[src/hdl/lfr_pkg.sv]
// Package for the LRU frame replacement block: transaction structs, codes, states.
// Depends on nothing.
package lfr_pkg;
    typedef enum logic [1:0] {
        FUNC_ACCESS = 2'd0,
        FUNC_FREE   = 2'd1,
        FUNC_VICTIM = 2'd2,
        FUNC_NONE   = 2'd3
    } func_t;

    typedef enum logic [1:0] {
        ST_DONE   = 2'd0,
        ST_FREE   = 2'd1,
        ST_LIST   = 2'd2,
        ST_NOFRM  = 2'd3
    } status_t;

    typedef struct packed {
        logic [1:0]  func;
        logic [3:0]  frame_num;
        logic [15:0] pinned_mask;
        logic [15:0] used_mask;
    } req_t;

    typedef struct packed {
        logic [3:0] victim_frame;
        logic [1:0] status;
        logic       was_resident;
    } rsp_t;

    typedef enum logic [2:0] {
        S_IDLE,
        S_POP,
        S_SCAN,
        S_UNLINK,
        S_FRONT,
        S_DONE
    } state_t;
endpackage

[src/hdl/lru_frame_replacement_top.sv]
// LRU frame replacement top level: recency list, free stack, sequencer.
// Depends on lfr_pkg.
//
// Steps: an access goes through unlink, front and done; a free through unlink and done, or
// straight to done if the frame is already stacked; an unused code or out-of-range frame
// goes straight to done. A victim request pops the free stack frame by frame, then, once it
// is dry, scans the list from the least recent end; a frame found is unlinked and put at the
// front. Throughput: one transaction at a time, busy is high until done.
// Reset: asynchronous active low; list empty, all frames stacked 0,1,2,... No stalls.
module lru_frame_replacement_top #(
    parameter int FRAMES = 16
) (
    input  logic          clk,
    input  logic          rst_n,
    input  logic          start,
    input  lfr_pkg::req_t req,
    output logic          busy,
    output logic          done,
    output lfr_pkg::rsp_t rsp
);
    import lfr_pkg::*;

    localparam int PW = $clog2(FRAMES + 1);   // pointer width, holds null
    localparam int IW = $clog2(FRAMES);       // index width
    localparam logic [PW-1:0] NIL = PW'(FRAMES);

    // Link arrays are register files read at a few chosen places per step.
    logic [PW-1:0] rnext_reg [FRAMES];
    logic [PW-1:0] rprev_reg [FRAMES];
    logic [PW-1:0] fnext_reg [FRAMES];
    logic [FRAMES-1:0] inrec_reg, onfree_reg;
    logic [PW-1:0] head_reg, tail_reg, ftop_reg;

    state_t state_reg, state_next;
    req_t   req_reg;
    logic [PW-1:0] cur_reg;          // frame being worked on
    logic [PW-1:0] cnt_reg;          // scan step count
    logic          front_reg;        // after unlink, put at front
    logic [1:0]    status_reg;
    logic          resid_reg;
    logic [3:0]    victim_reg;

    logic [IW-1:0] cur_i;
    assign cur_i = cur_reg[IW-1:0];

    // Mask bits for frames 16 and above read as zero.
    function automatic logic mbit(input logic [15:0] m, input logic [PW-1:0] f);
        logic r;
        r = 1'b0;
        if (int'(f) < 16)
            r = m[4'(f)];
        return r;
    endfunction

    // Decoded view of the incoming transaction and of the current search step.
    logic [IW-1:0] req_i;
    logic          req_ok;
    func_t         req_fn;
    logic          pop_ok;
    logic          scan_live;
    assign req_i     = IW'(req.frame_num);
    assign req_ok    = int'(req.frame_num) < FRAMES;
    assign req_fn    = func_t'(req.func);
    assign pop_ok    = !mbit(req_reg.pinned_mask, ftop_reg) &&
                       !mbit(req_reg.used_mask, ftop_reg);
    assign scan_live = (cnt_reg < PW'(FRAMES)) && (cur_reg < NIL);

    // Next state. A popped frame that is usable or an unpinned list entry leads to
    // the unlink and front steps; an empty stack switches over to the list scan.
    always_comb
    begin
        state_next = state_reg;
        case (state_reg)
            S_IDLE:
            begin
                if (start)
                begin
                    if (!req_ok && req_fn != FUNC_VICTIM)
                        state_next = S_DONE;
                    else
                    begin
                        case (req_fn)
                            FUNC_ACCESS: state_next = S_UNLINK;
                            FUNC_FREE:   state_next = onfree_reg[req_i] ? S_DONE : S_UNLINK;
                            FUNC_VICTIM: state_next = S_POP;
                            default:     state_next = S_DONE;
                        endcase
                    end
                end
            end
            S_POP:
            begin
                if (ftop_reg < NIL)
                begin
                    if (pop_ok)
                        state_next = S_UNLINK;
                end
                else
                    state_next = S_SCAN;
            end
            S_SCAN:
            begin
                if (scan_live)
                begin
                    if (!mbit(req_reg.pinned_mask, cur_reg))
                        state_next = S_UNLINK;
                end
                else
                    state_next = S_DONE;
            end
            S_UNLINK: state_next = front_reg ? S_FRONT : S_DONE;
            S_FRONT:  state_next = S_DONE;
            S_DONE:   state_next = S_IDLE;
            default:  state_next = S_IDLE;
        endcase
    end

    always_comb
    begin
        busy = (state_reg != S_IDLE);
        done = (state_reg == S_DONE);
        rsp.victim_frame = victim_reg;
        rsp.status       = status_reg;
        rsp.was_resident = resid_reg;
    end

    logic [PW-1:0] p_w, n_w;
    assign p_w = rprev_reg[cur_i];
    assign n_w = rnext_reg[cur_i];

    always_ff @(posedge clk or negedge rst_n)
    begin
        if (!rst_n)
        begin
            state_reg  <= S_IDLE;
            inrec_reg  <= '0;
            onfree_reg <= '1;
            head_reg   <= NIL;
            tail_reg   <= NIL;
            ftop_reg   <= '0;
            for (int i = 0; i < FRAMES; i++)
            begin
                rnext_reg[i] <= NIL;
                rprev_reg[i] <= NIL;
                fnext_reg[i] <= PW'(i + 1);
            end
            cur_reg    <= '0;
            cnt_reg    <= '0;
            front_reg  <= 1'b0;
            status_reg <= '0;
            resid_reg  <= 1'b0;
            victim_reg <= '0;
            req_reg    <= '0;
        end
        else
        begin
            state_reg <= state_next;
            case (state_reg)
                S_IDLE:
                begin
                    if (start)
                    begin
                        req_reg    <= req;
                        cur_reg    <= PW'(req.frame_num);
                        status_reg <= (req_fn == FUNC_VICTIM) ? ST_NOFRM : ST_DONE;
                        victim_reg <= '0;
                        resid_reg  <= req_ok && (req_fn inside {FUNC_ACCESS, FUNC_FREE}) &&
                                      inrec_reg[req_i];
                        front_reg  <= req_ok && (req_fn == FUNC_ACCESS);
                        cnt_reg    <= '0;
                        // A free pushes the frame unless it is already stacked.
                        if (req_ok && req_fn == FUNC_FREE && !onfree_reg[req_i])
                        begin
                            fnext_reg[req_i]  <= ftop_reg;
                            ftop_reg          <= PW'(req.frame_num);
                            onfree_reg[req_i] <= 1'b1;
                        end
                    end
                end
                S_POP:
                begin
                    // One pop per cycle.
                    if (ftop_reg < NIL)
                    begin
                        ftop_reg <= fnext_reg[ftop_reg[IW-1:0]];
                        fnext_reg[ftop_reg[IW-1:0]] <= NIL;
                        onfree_reg[ftop_reg[IW-1:0]] <= 1'b0;
                        if (pop_ok)
                        begin
                            cur_reg    <= ftop_reg;
                            victim_reg <= 4'(ftop_reg);
                            status_reg <= ST_FREE;
                            front_reg  <= 1'b1;
                        end
                    end
                    else
                        cur_reg <= tail_reg;
                end
                S_SCAN:
                begin
                    // One list entry per cycle, from the least recent end.
                    if (scan_live)
                    begin
                        if (!mbit(req_reg.pinned_mask, cur_reg))
                        begin
                            victim_reg <= 4'(cur_reg);
                            status_reg <= ST_LIST;
                            front_reg  <= 1'b1;
                        end
                        else
                        begin
                            cur_reg <= p_w;
                            cnt_reg <= cnt_reg + PW'(1);
                        end
                    end
                end
                S_UNLINK:
                begin
                    if (inrec_reg[cur_i])
                    begin
                        if (p_w < NIL) rnext_reg[p_w[IW-1:0]] <= n_w;
                        else           head_reg <= n_w;
                        if (n_w < NIL) rprev_reg[n_w[IW-1:0]] <= p_w;
                        else           tail_reg <= p_w;
                        rnext_reg[cur_i] <= NIL;
                        rprev_reg[cur_i] <= NIL;
                        inrec_reg[cur_i] <= 1'b0;
                    end
                end
                S_FRONT:
                begin
                    rprev_reg[cur_i] <= NIL;
                    rnext_reg[cur_i] <= head_reg;
                    if (head_reg < NIL) rprev_reg[head_reg[IW-1:0]] <= cur_reg;
                    else                tail_reg <= cur_reg;
                    head_reg <= cur_reg;
                    inrec_reg[cur_i] <= 1'b1;
                end
                default: ;
            endcase
        end
    end
endmodule

[config.mk]
export PLATFORM = sky130hd
export DESIGN_NAME = lru_frame_replacement_top
export DESIGN_NICKNAME = d
export VERILOG_FILES = /design/src/hdl/lfr_pkg.sv /design/src/hdl/lru_frame_replacement_top.sv
export SDC_FILE = /design/constraint.sdc
export NUM_CORES = 1
export LEC_CHECK = 0
export BUFFER_PORTS_ARGS = -buffer_cell sky130_fd_sc_hd__buf_2
export CORE_MARGIN = 2
export CORE_UTILIZATION = 57
export CTS_BUF_LIST = sky130_fd_sc_hd__clkbuf_16
export DETAILED_ROUTE_END_ITERATION = 8
export PLACE_DENSITY_LB_ADDON = 0.05
export SLEW_MARGIN = 5
export SYNTH_ARGS = -nofsm -noshare
export SYNTH_HDL_FRONTEND = slang
export SYNTH_SLANG_ARGS = --single-unit
[constraint.sdc]
create_clock -name clk -period 2.6 [get_ports clk]
set_input_delay 0.13 -clock clk [delete_from_list [all_inputs] [get_ports clk]]
set_output_delay 0.13 -clock clk [all_outputs]
set_load 0.01 [all_outputs]
==> results.md <==
* Min-delay worst type: input port to register
* First-pass GRT wire length at 119000 um
* Final RePlAce weighted congestion at 0.9987
* Final worst path period need at 2.957 ns
* Final Hold Fails at 0
* Power Dens Cells at 1105 mW/mm^2
* Gr ovfl total at 0
* CTS tree: yes
* CP Class: register to register
* Number of diodes at 0
* Final nets at 2452
* Post-layout util at 0.7788
* Layout cells sized above 1 at 0.4175
* Violated checks: negative setup slack
* FF-to-FF setup slack at -0.36 ns
* Setup violations, final at 198
* Synth warn at 0
* Finished layout cell area at 0.02690 sq mm
* Drt drc at 0
* Fill cells at 2244
* Crit path capture type: register
* Placed cell count at 2715
* Clock tree buffer depth at 3
* Worst Setup EP: rprev_reg[11]$_DFFE_PN0P_
* Vias in the first global route at 19894
* Area share of and/or/nand/nor cells after synthesis at 0.1574
* Clock Tree Root: clkbuf_16
* Vias at 20213
* Post-synth top area cell: dfrtp_1
* Placed Area at 0.02322 sq mm
* EDFF count, synth at 0
* Initial antenna violation count at 0
* Fin crit share at 1.137
* Syn Std Cell Area at 0.01997 sq mm
* Worst reg2reg endpoint: rprev_reg[11]$_DFFE_PN0P_
* Worst-case reg-to-reg path depth at 10
* Post-route setup slack at -0.3572 ns
* Top-area cell type share of the netlist area at 0.3221
* F_max at 338.2 MHz
* DP Worst Slack at -0.4337 ns
* # clock sinks at 340
* Synth Area in Adders at 0.0006266
* Main combinational cell family by area after synthesis: compound AO/OA/AOI/OAI gates
* Clk_lat worst skew at 0.60 ns
* Max_slew headroom at 0.4425
* Worst r2r src: cur_reg[0]$_DFFE_PN0P_
* Detailed Route Iter0 Violations at 2179
* RSZ-0062 raised after global routing: yes
* Tightest Pin Transition at 0.8332 ns
* VDD IR max at 935.9 uV
* Worst-path clk slew at 0.06 ns
* Setup Skew at 0.01843 ns
* Die area at 0.03654 sq mm
* Placed wire-length estimate at 54720 um
* Syn Inst Count at 2002
* Ys async rst share at 1.000
* Synth unique cells at 79
* Max-cap viol count at 0
* Final Max Slew Viols at 0
* Xor-xnor portion of the synthesized cell area at 0.001316
* Total track usage at 0.4323
* Largest fanout on the critical path at 15
* Complex-gate fraction of the synthesized area at 0.2425
* Most common cell after layout, fill and taps aside: buf_4
* Startpoint types: register
* Top FF cell, synth: dfrtp_1
* Die X at 191.2 um
* Die Y at 191.2 um
* ANT nets after route at 0
* Routed len/inst at 27.43 um
* Pin count of the biggest net entering global routing at 85
* Num CTS Buffers at 39
* Mean post-synth cell area at 9.973 sq um
* Initial Util at 0.5780
* Crit path DAT at 3.48 ns
* Mapped Nets at 2044
* Core area at 0.03454 sq mm
* DRT Pass-1 Iters at 8
* FP Rows at 68
* Register bit total from synthesis at 340
* Non-filler cells, final at 2896
* Top post-synthesis cells by area: dfrtp_1 32%, dfstp_2 11%, mux4_2 8.8%
* Commonest cells after routing, fill and taps aside: 337 x buf_4, 252 x dfrtp_1, 195 x nand2_1
* WL final at 79430 um
* Seq/Total Area, Yosys at 0.4313
* # IOs at 50
* Pleak at 11.13 nW
* Worst Path Required at 3.12 ns
* Count of buffers from port buffering at 49
* H-tree Lvls at 2
* Area growth from synthesis to final layout at 34.74%
* DR vias/cell at 6.980
* Critical Path Start: cur_reg[0]$_DFFE_PN0P_
* Mux share of post-synthesis cell area at 0.1265
* Status: complete, but fails checks
[cell type report]
| class | count | area [sq um] | area share |
|---|---|---|---|
| clock buffers | 40 | 1001 | 0.03721 |
| clock inverters | 32 | 270.3 | 0.01005 |
| inverters | 32 | 120.1 | 0.004465 |
| multi-input cells | 1476 | 11750 | 0.4368 |
| flip-flops and latches | 340 | 8623 | 0.3205 |
| well taps | 455 | 569.3 | 0.02116 |
| repair buffers | 521 | 4567 | 0.1698 |
[worst min-delay path by stage]
stage                        from                   endpoint  cells after the start
final                       start   state_reg[0]$_DFFE_PN0P_                      5
after floorplan             rst_n                  async pin                      0
after global placement      rst_n  rprev_reg[13]$_DFFE_PN0P_                      1
after global routing      req[35]    ftop_reg[3]$_DFFE_PN0P_                      3
after CTS                 req[36]      front_reg$_DFFE_PN0P_                      3
after detailed placement    rst_n  rprev_reg[12]$_DFFE_PN0P_                      1
[kinds of logic (layout without fill, tap and decap cells)]
family          count (synthesis)  count (layout)
simple gates                  614             614
mux                           145             146
xor+xnor                        3               3
fa+ha+maj                       1               1
buf+inv                       187             625
flops                         340             340
compound gates                712             712
[power breakdown]
part / internal [W] / leakage, nW / switching, W
logic: 0.00700 / 6.25 / 0.00922
registers: 0.00672 / 4.24 / 0.00117
clock network: 0.00321 / 0.632 / 0.00241
total: 0.0169 / 11.1 / 0.0128
[critical path: stages (launching register included)]
cell and delay, ns:
dfrtp_4 0.47, buf_12 0.18, mux4_2 0.56, a22o_1 0.23
a221oi_4 0.28, buf_6 0.20, buf_12 0.12, nor3_4 0.04
buf_12 0.15, a221oi_4 0.39, a221o_1 0.24
[cells in the mapped netlist, drive strengths merged (5+ instances only)]
master and number:
clkbuf 106, and4 6, and2 10, a21boi 8, mux2 52, nand3 104
o22ai 48, a221o 24, a21oi 137, mux4 80, a211oi 25, o221ai 11
or3 6, a21o 5, buf 49, a22o 140, a32o 5, nor4 12
o211ai 7, dfrtp 257, dfstp 83, nand4 9, a22oi 17, mux2i 13
or2 7, inv 31, a221oi 13, o22a 7, nor2b 13, nor2 109
a31oi 18, o21a 13, nor3b 6, o2bb2ai 14, nor3 73, nand2b 19
nand3b 6, o32a 5, o21ai 196, nand2 227
[stage by stage]
stage               hold WS [ns]  TNS, ns  power, W
global placement          0.1987   -48.55   0.02074
CTS                      0.03608   -24.76   0.02797
detailed placement        0.1963   -58.56   0.02099
finish                   0.06942   -38.92   0.02973
floorplan                -0.1656  -0.6007   0.01498
global route              0.1241   -49.08   0.03069
[layer usage]
metal,up-vias,global-route usage,wire [um]
met2,1518,0.6827,36680
met1,9851,0.5386,28130
li1,8474,-,-
met4,0,0.2707,5974
met5,-,0,0
met3,370,0.1006,8646
[timing repair]
action | in CTS | in global routing
cloned | 1 | 3
pin swaps | 28 | 77
hold buffers | 35 | 1
gates resized for setup | 231 | 176
endpoints found under the hold margin | 105 | 1
buffers inserted | 38 | 35
setup endpoints to repair | 190 | 263
No activity file was read; power rests on OpenSTA's default activity.
